File: src/hw/rtl/jsym_pkg.sv
// Shared types, constants and the microcode program of the Jacobi symbol core.
`timescale 1ns / 1ps
package jsym_pkg;

    // Width of both operands; the request fields stay 64 bits wide.
    localparam int OPERAND_BITS = 64;
    localparam int FIELD_BITS   = 64;
    localparam int STEP_W       = 3;

    typedef logic [OPERAND_BITS-1:0] operand_t;
    typedef logic [STEP_W-1:0]       step_t;

    typedef struct packed {
        logic [FIELD_BITS-1:0] numerator;
        logic [FIELD_BITS-1:0] modulus;
    } jsym_req_t;

    typedef struct packed {
        logic signed [1:0] symbol;
        logic              bad_modulus;
    } jsym_rsp_t;

    localparam logic signed [1:0] SYM_ZERO = 2'sb00;
    localparam logic signed [1:0] SYM_POS  = 2'sb01;
    localparam logic signed [1:0] SYM_NEG  = 2'sb11;

    // Datapath operation, performed when the step's jump is not taken.
    typedef enum logic [1:0] {
        OP_NOP,
        OP_HALVE,
        OP_SWAP,
        OP_SUB
    } dp_op_t;

    // Jump condition tested by each step.
    typedef enum logic [2:0] {
        COND_NEVER,
        COND_BAD,
        COND_A_ZERO,
        COND_A_ODD,
        COND_A_GE_M
    } jump_cond_t;

    typedef struct packed {
        logic       finish;
        jump_cond_t cond;
        step_t      jump_to;
        dp_op_t     op;
        step_t      next_step;
    } ucode_word_t;

    localparam step_t STEP_ENTRY  = 3'd0;
    localparam step_t STEP_LOOP   = 3'd1;
    localparam step_t STEP_STRIP  = 3'd2;
    localparam step_t STEP_ORDER  = 3'd3;
    localparam step_t STEP_REDUCE = 3'd4;
    localparam step_t STEP_FINISH = 3'd5;

    // Binary Jacobi program. A step either finishes, jumps (no datapath action)
    // or performs its operation and moves on to the step named by next_step.
    function automatic ucode_word_t ucode(input step_t pc);
        ucode_word_t w;
        case (pc)
            STEP_ENTRY:  w = '{1'b0, COND_BAD,    STEP_FINISH, OP_NOP,   STEP_LOOP};
            STEP_LOOP:   w = '{1'b0, COND_A_ZERO, STEP_FINISH, OP_NOP,   STEP_STRIP};
            STEP_STRIP:  w = '{1'b0, COND_A_ODD,  STEP_ORDER,  OP_HALVE, STEP_STRIP};
            STEP_ORDER:  w = '{1'b0, COND_A_GE_M, STEP_REDUCE, OP_SWAP,  STEP_REDUCE};
            STEP_REDUCE: w = '{1'b0, COND_NEVER,  STEP_LOOP,   OP_SUB,   STEP_LOOP};
            default:     w = '{1'b1, COND_NEVER,  STEP_FINISH, OP_NOP,   STEP_FINISH};
        endcase
        return w;
    endfunction

endpackage

File: src/hw/rtl/jacobi_symbol_64_core.sv
// Top level of the Jacobi symbol core: microcode sequencer and operand datapath.
`timescale 1ns / 1ps
//
//  Channel   | Ports             | Handshake
//  ----------+-------------------+------------------------------------------
//  request   | start, busy, req  | taken at a rising edge with start high
//            |                   | and busy low
//  result    | done, rsp         | rsp is valid for the single cycle in which
//            |                   | done is high; it cannot be held off
//
// The work per request grows with the number of zero bits stripped from the
// numerator and the number of subtractions of the binary Jacobi loop; both
// are bounded by about 2*OPERAND_BITS. The sequencer runs one microcode step
// per cycle over a single 64-bit subtractor and comparator. A bad modulus
// finishes at once: the entry step jumps straight to the finish step.
// Reset (rst_n, asynchronous, active low) clears the sequencer, busy and done.
// busy drops in the cycle done is shown, so a new request may be taken at the
// edge that ends the result cycle. The receiver never stalls the core.
//
// The algorithm: strip factors of two from a, flipping the sign when m is 3
// or 5 mod 8; if a < m swap them, flipping the sign when both are 3 mod 4;
// then subtract m from a. When a reaches zero the symbol is the sign if m is
// one and zero otherwise.
module jacobi_symbol_64_core (
    input  logic                clk,
    input  logic                rst_n,
    input  logic                start,
    output logic                busy,
    input  jsym_pkg::jsym_req_t req,
    output logic                done,
    output jsym_pkg::jsym_rsp_t rsp
);

    jsym_pkg::step_t       pc_reg, pc_next;
    logic                  busy_reg, busy_next;
    logic                  done_reg, done_next;
    logic                  bad_reg, bad_next;
    logic                  neg_reg, neg_next;
    jsym_pkg::operand_t    a_reg, a_next;
    jsym_pkg::operand_t    m_reg, m_next;
    jsym_pkg::jsym_rsp_t   rsp_reg, rsp_next;

    jsym_pkg::ucode_word_t cw;
    logic                  jump_taken;
    jsym_pkg::operand_t    req_a;
    jsym_pkg::operand_t    req_m;

    assign req_a = req.numerator[jsym_pkg::OPERAND_BITS-1:0];
    assign req_m = req.modulus[jsym_pkg::OPERAND_BITS-1:0];

    assign cw = jsym_pkg::ucode(pc_reg);

    // Condition evaluation for the current control word.
    always_comb
    begin
        case (cw.cond)
            jsym_pkg::COND_NEVER:  jump_taken = 1'b0;
            jsym_pkg::COND_BAD:    jump_taken = bad_reg;
            jsym_pkg::COND_A_ZERO: jump_taken = (a_reg == '0);
            jsym_pkg::COND_A_ODD:  jump_taken = a_reg[0];
            jsym_pkg::COND_A_GE_M: jump_taken = (a_reg >= m_reg);
            default:               jump_taken = 1'b0;
        endcase
    end

    always_comb
    begin
        pc_next   = pc_reg;
        busy_next = busy_reg;
        done_next = 1'b0;
        bad_next  = bad_reg;
        neg_next  = neg_reg;
        a_next    = a_reg;
        m_next    = m_reg;
        rsp_next  = rsp_reg;

        if (busy_reg)
        begin
            if (cw.finish)
            begin
                busy_next           = 1'b0;
                done_next           = 1'b1;
                rsp_next.bad_modulus = bad_reg;
                if (bad_reg || (m_reg != jsym_pkg::operand_t'(1)))
                    rsp_next.symbol = jsym_pkg::SYM_ZERO;
                else
                    rsp_next.symbol = neg_reg ? jsym_pkg::SYM_NEG : jsym_pkg::SYM_POS;
            end
            else if (jump_taken)
            begin
                pc_next = cw.jump_to;
            end
            else
            begin
                pc_next = cw.next_step;
                case (cw.op)
                    jsym_pkg::OP_HALVE:
                    begin
                        // Second supplement: each factor of two flips the sign
                        // when m is 3 or 5 mod 8.
                        a_next   = a_reg >> 1;
                        neg_next = neg_reg ^ (m_reg[1] ^ m_reg[2]);
                    end
                    jsym_pkg::OP_SWAP:
                    begin
                        // Reciprocity: both odd operands 3 mod 4 flip the sign.
                        a_next   = m_reg;
                        m_next   = a_reg;
                        neg_next = neg_reg ^ (a_reg[1] & m_reg[1]);
                    end
                    jsym_pkg::OP_SUB:
                    begin
                        a_next = a_reg - m_reg;
                    end
                    default:
                    begin
                        a_next = a_reg;
                    end
                endcase
            end
        end
        else if (start)
        begin
            busy_next = 1'b1;
            pc_next   = jsym_pkg::STEP_ENTRY;
            a_next    = req_a;
            m_next    = req_m;
            neg_next  = 1'b0;
            bad_next  = (req_m == '0) || !req_m[0];
        end
    end

    always_ff @(posedge clk or negedge rst_n)
    begin
        if (!rst_n)
        begin
            pc_reg   <= jsym_pkg::STEP_ENTRY;
            busy_reg <= 1'b0;
            done_reg <= 1'b0;
            bad_reg  <= 1'b0;
            neg_reg  <= 1'b0;
        end
        else
        begin
            pc_reg   <= pc_next;
            busy_reg <= busy_next;
            done_reg <= done_next;
            bad_reg  <= bad_next;
            neg_reg  <= neg_next;
        end
    end

    // Operand and result payload registers need no reset.
    always_ff @(posedge clk)
    begin
        a_reg   <= a_next;
        m_reg   <= m_next;
        rsp_reg <= rsp_next;
    end

    assign busy = busy_reg;
    assign done = done_reg;
    assign rsp  = rsp_reg;

endmodule

File: config.mk
export PLATFORM = sky130hd
export DESIGN_NAME = jacobi_symbol_64_core
export DESIGN_NICKNAME = d
export VERILOG_FILES = /design/src/hw/rtl/jsym_pkg.sv /design/src/hw/rtl/jacobi_symbol_64_core.sv
export SDC_FILE = /design/constraint.sdc
export NUM_CORES = 1
export LEC_CHECK = 0
export ABC_CLOCK_PERIOD_IN_PS = 16300
export BUFFER_PORTS_ARGS = -buffer_cell sky130_fd_sc_hd__buf_2
export CORE_MARGIN = 2
export CORE_UTILIZATION = 30
export CTS_CLUSTER_SIZE = 40
export DETAILED_ROUTE_END_ITERATION = 16
export SKIP_LAST_GASP = 1
export SYNTH_ARGS = -nofsm -noshare
export SYNTH_HDL_FRONTEND = slang
export SYNTH_SLANG_ARGS = --single-unit
File: constraint.sdc
create_clock -name clk -period 16.3 [get_ports clk]
set_input_delay 1.63 -clock clk [delete_from_list [all_inputs] [get_ports clk]]
set_output_delay 1.63 -clock clk [all_outputs]
set_load 0.02 [all_outputs]
==> results of run 1 <==
==> cells in the mapped netlist, drive strengths merged, types with 3 or more instances <==
master	number	share of area (%)
nor2	141	4.7
or2	3	0.17
xnor2	34	2.7
nand3	15	0.67
a221oi	38	3.0
buf	8	0.29
a22oi	25	1.7
dfrtp	7	1.6
nand2b	8	0.45
o211ai	5	0.33
and3	9	0.55
a311oi	3	0.23
o21bai	12	0.80
a21boi	4	0.30
ha	65	7.2
mux2	68	6.8
edfxtp	131	35
nand2	86	2.9
inv	84	2.8
xor2	18	1.4
a21oi	131	5.9
nor3	18	0.80
o41ai	3	0.23
a21o	31	2.1
a211oi	9	0.65
nor4	36	2.0
and2	6	0.33
o221ai	3	0.35
o311a	3	0.37
o22ai	7	0.39
nor2b	8	0.45
clkbuf	69	2.3
o21ai	65	2.9
o21a	21	1.4
o31ai	4	0.27
nand4	35	2.0
and4	3	0.23
a31oi	21	1.2
==> routing by layer <==
metal / GRT usage [%] / share of wire (%) / vias up
met5: 0 / 0 / -
met4: 5.402 / 2.0 / 0
met3: 2.851 / 5.6 / 36
met2: 30.09 / 45 / 329
met1: 27.15 / 47 / 4946
li1: - / - / 4930
==> through the flow <==
stage	setup slack (ns)	area, sq um	utilization (%)
final	11.12	12990	35.38
after global routing	10.67	12990	35.38
after CTS	11.04	12990	35.38
after global placement	11.27	12290	33.49
after floorplan	8.331	11220	-
after detailed placement	11.06	12290	33.49
==> worst max-delay path: stages (launching register included) <==
cell and delay [ns]:
edfxtp_1 0.44, inv_1 0.10, ha_1 0.17, inv_1 0.06
fa_1 0.43, a211oi_1 0.29, o21bai_1 0.12, a21oi_1 0.40
o2111ai_1 0.26, a21oi_1 0.34, o221ai_2 0.18, a31o_2 0.25
a21oi_2 0.17, o21ai_2 0.13, o21a_1 0.22, nor2_4 0.55
buf_4 0.63
==> cells by family (layout without fill, tap and decap cells) <==
kind of cell | Yosys count | count (layout) | synth area share [%]
buf+inv | 161 | 259 | 5.407
simple gates | 378 | 378 | 15.90
mux | 70 | 70 | 7.001
flops | 138 | 138 | 36.61
xor+xnor | 52 | 52 | 4.058
compound gates | 402 | 402 | 23.60
fa+ha+maj | 66 | 66 | 7.425
==> layout make-up <==
class                   instances  area (sq um)  share of cell area [%]
clock inverters                11         214.0                   1.648
multi-input cells             968          6541                   50.38
clock buffers                  21         480.5                   3.700
repair buffers                143         735.7                   5.666
inverters                      84         315.3                   2.428
well taps                     468         585.6                   4.510
flip-flops and latches        138          4113                   31.67
==> path summary, 6_finish.rpt <==
path,cells past startpoint,end
max,16,m_reg[49]$_DFFE_PP_
min,0,rsp[0]$_DFFE_PP_
max reg2reg,16,m_reg[49]$_DFFE_PP_
min reg2reg,0,rsp[0]$_DFFE_PP_
max in group asynchronous,1,busy$_DFF_PN0_
min in group asynchronous,1,done$_DFF_PN0_
==> cell usage in the layout (no fill, tap or decap), types with 21 or more instances in the layout <==
cell type / netlist / layout
xnor2_1: 34 / 34
o21ai_0: 62 / 61
buf_2: 2 / 135
mux2_2: 68 / 68
nor4_1: 36 / 36
nor2_1: 140 / 137
a221oi_1: 37 / 37
inv_1: 84 / 84
a31oi_1: 21 / 21
a21o_1: 31 / 31
a22oi_1: 25 / 25
a21oi_1: 128 / 128
o21a_1: 21 / 21
edfxtp_1: 131 / 131
nand4_1: 35 / 35
nand2_1: 86 / 86
ha_1: 65 / 65
==> impl_metrics.ini, run 1 <==
[run_status]
status = completed

[timing]
rsz0062_at_grt = no
max_clock_freq_mhz = 193.0
finalSetupViolations = 0
slew_violations = 0
hold_viol_final = 0
min_period_ns = 5.181
fin_skew_ns = 0.01310
holdWs_ns = 0.5813
tns_ns = 0
worst_pin_slew_ns = 1.022
fin_crit_sh_pct = 31.79
max_slew_margin_pct = 31.90

[synthesis]
avgSynthCellArea_sq_um = 8.858
ys.flop_type = edfxtp_1
ys_ff_latch = 138
async_reset_ff_share_pct = 5.072
syn-cell-area_sq_um = 11220
synth_cells = 1267
synth_edf_count = 131
yosysWarnings = 0
yosysUniqueCellTypes = 74
syn_nets = 1464
ys_seq_area_share_pct = 36.61

[clocking]
cts_buffer_depth = 2
htree_num_levels = 4
cts_buffers = 17
tritoncts = done
clk_pin_slew_ns = 0.06
hold_buffers = 0
post_cts_resized = 0
cts_setup_buffers = 0
cts.sinks = 138
clkLatencyLatePin_ns = 0.44
cts_root_buffer = clkbuf_16

[layout]
fillers = 3781
antenna_cells = 0
final_cells = 1833
area_growth_pct = 15.70
drive_gt1_share_pct = 19.56
fin_nets = 1549

[hold_path]
min_from = bad_reg$_DFFE_PN0P_
hp-class = reg -> reg

[grt]
grt_pass1_wl_mm = 57.57
grt_pass1_vias = 10020
grt_usage_pct = 19.11
grt_max_degree = 92
grt_overflow = 0
antenna_found_initial = 0

[drt]
via_per_inst = 5.587
drc = 0
firstDrtPassIters = 5
wirelength_mm = 37.17
drt_iter0_drc = 851
wl_per_cell_um = 20.28
vias = 10240
drt.antenna.violating_nets = 0

[floorplan]
ios = 136
core_area_sq_um = 36700
rows = 70
die_h_um = 197.4
fp.dieArea_sq_um = 38970
start_util_pct = 30.58
die_w_um = 197.4

[critical_path]
end_kind = flop
ff2ff_setup_slack_ns = 11.12
cp.required_ns = 16.37
crit_arrival_ns = 5.25
path_max_fanout = 43
crit_start = a_reg[0]$_DFFE_PP_
r2r-start = a_reg[0]$_DFFE_PP_
criticalPathCategory = reg -> reg
critPathLaunchType = flop

[place]
place_hpwl_mm = 27.79
placedCellCount = 1801
port_buffers = 135
globalplace.congestion = 0.9209

[job]
cap_violations = 0
Power of run 1 is not shown: default switching activity piles up to over one toggle a cycle in this logic, so the estimate is an artifact.
==> run 2: changes to the inputs <==
Settings changed: ABC_CLOCK_PERIOD_IN_PS 16300 to 5200.
Clock period 16.3 ns to 5.2 ns, I/O delays scaled along.
==> run 2 against run 1 <==
Against the previous run: sequential share of layout area is 0.26 points higher; maximum frequency up 14%; via count rose by 0.89%; global-route usage increased by 0.13 points; clock skew is 0.0050 ns higher; utilization shrank 0.29 points; critical path depth unchanged; worst hold slack worse by 0.25 ns; wire length decreased by 0.11%; die area unchanged; highest routed layer unchanged.
==> impl_metrics.ini, run 2 (synthesis results as in run 1) <==
[timing]
holdWs_ns = 0.3355
min_period_ns = 4.539
slew_violations = 0
fin_skew_ns = 0.01806
max_slew_margin_pct = 29.74
rsz0062_at_grt = no
finalSetupViolations = 0
max_clock_freq_mhz = 220.3
worst_pin_slew_ns = 1.051
hold_viol_final = 0
fin_crit_sh_pct = 87.28
tns_ns = 0

[clocking]
cts_buffer_depth = 2
tritoncts = done
htree_num_levels = 4
post_cts_resized = 0
clk_pin_slew_ns = 0.06
cts_root_buffer = clkbuf_16
cts_buffers = 17
cts.sinks = 138
clkLatencyLatePin_ns = 0.44
cts_setup_buffers = 0

[critical_path]
crit_slowest_cell = buf_4
end_kind = flop
criticalPathCategory = reg -> reg
r2r-start = a_reg[0]$_DFFE_PP_
critPathLaunchType = flop
crit_arrival_ns = 4.60
path_max_fanout = 39
cp.required_ns = 5.27
worstPathCellList = inv_1, ha_1, inv_1, fa_1, a211oi_1, o21bai_1, a21oi_1, o2111ai_1, a21oi_1, o221ai_2, a31o_2, a21oi_2, o21ai_2, o21a_1, nor2_4, buf_4
cp_top_family = compound AO/OA/AOI/OAI gates
crit_start = a_reg[0]$_DFFE_PP_
max_stage_delay_ns = 0.47
path_buf_inv = 3

[layout]
final_common_cell = nor2_1
final_cell_mix = nor2_1 (137), buf_2 (135), edfxtp_1 (131), a21oi_1 (128), nand2_1 (86)
fin_nets = 1553
seq_area_sq_um = 4113
fillers = 3765
drive_gt1_share_pct = 19.43
area_growth_pct = 14.76
antenna_cells = 0
multi_input_area_sq_um = 6541

[drt]
wl_per_cell_um = 20.21
firstDrtPassIters = 6
drt_iter0_drc = 976
drt.antenna.violating_nets = 0
drc = 0
via_per_inst = 5.624
vias = 10330
wirelength_mm = 37.13

[floorplan]
core_area_sq_um = 36700
fp.dieArea_sq_um = 38970
rows = 70
ios = 136
die_w_um = 197.4
start_util_pct = 30.58
die_h_um = 197.4

[place]
globalplace.congestion = 0.8989
place_hpwl_mm = 28.45
port_buffers = 135

[grt]
grt_pass1_vias = 10070
grt_usage_pct = 19.24
grt_pass1_wl_mm = 58.29
grt_max_degree = 71
antenna_found_initial = 1
grt_overflow = 0

[job]
cap_violations = 0

[run_status]
status = completed

[hold_path]
min_from = req[0]
hp-class = in -> reg
==> run 2: cell count changes in the layout (fill, tap and decap cells not counted), sizes merged <==
cell	change
buf	+3
clkinv	+4
dlygate4sd3	+1
clkbuf	+1
bufinv	-4
clkinvlp	-1
==> run 2: layout make-up <==
cell class / count / share of cell area (%)
sequential: 138 / 31.93
inverter: 84 / 2.448
multi-input combinational: 968 / 50.79
tap: 468 / 4.546
clock buffer: 22 / 3.526
clock inverter: 10 / 0.7966
timing repair buffer: 147 / 5.965
==> run 2: path summary, 6_finish.rpt <==
check	to	slack, ns	depth (start not counted)
max	m_reg[59]$_DFFE_PP_	0.66	16
min	bad_reg$_DFFE_PN0P_	0.34	2
max reg2reg	m_reg[59]$_DFFE_PP_	0.66	16
min reg2reg	rsp[0]$_DFFE_PP_	0.57	0
max in group asynchronous	busy$_DFF_PN0_	4.54	2
min in group asynchronous	done$_DFF_PN0_	0.46	2
==> run 2: metal layers <==
metal	part of all wire (%)	vias up	global-route usage [%]
met2	45	334	29.64
met1	48	5030	27.93
met3	5.6	32	2.937
met4	1.7	0	5.152
met5	0	-	0
li1	-	4936	-
==> run 2: through the flow <==
stage	area, sq um	util, %	worst slack [ns]	std cells
5_1_grt	12880	35.10	0.3382	1837
2_1_floorplan	11230	-	0.06729	1267
3_3_place_gp	12310	33.55	0.8741	1804
3_5_place_dp	12310	33.55	0.6786	1804
4_1_cts	12880	35.10	0.6559	1837
6_report	12880	35.10	0.6615	1837
==> run 2: repair_timing <==
action	in CTS	in global routing
hold buffers	1	0
hold endpoints to repair	7	0
setup endpoints to repair	0	0
Power of run 2 is left out for the same reason.
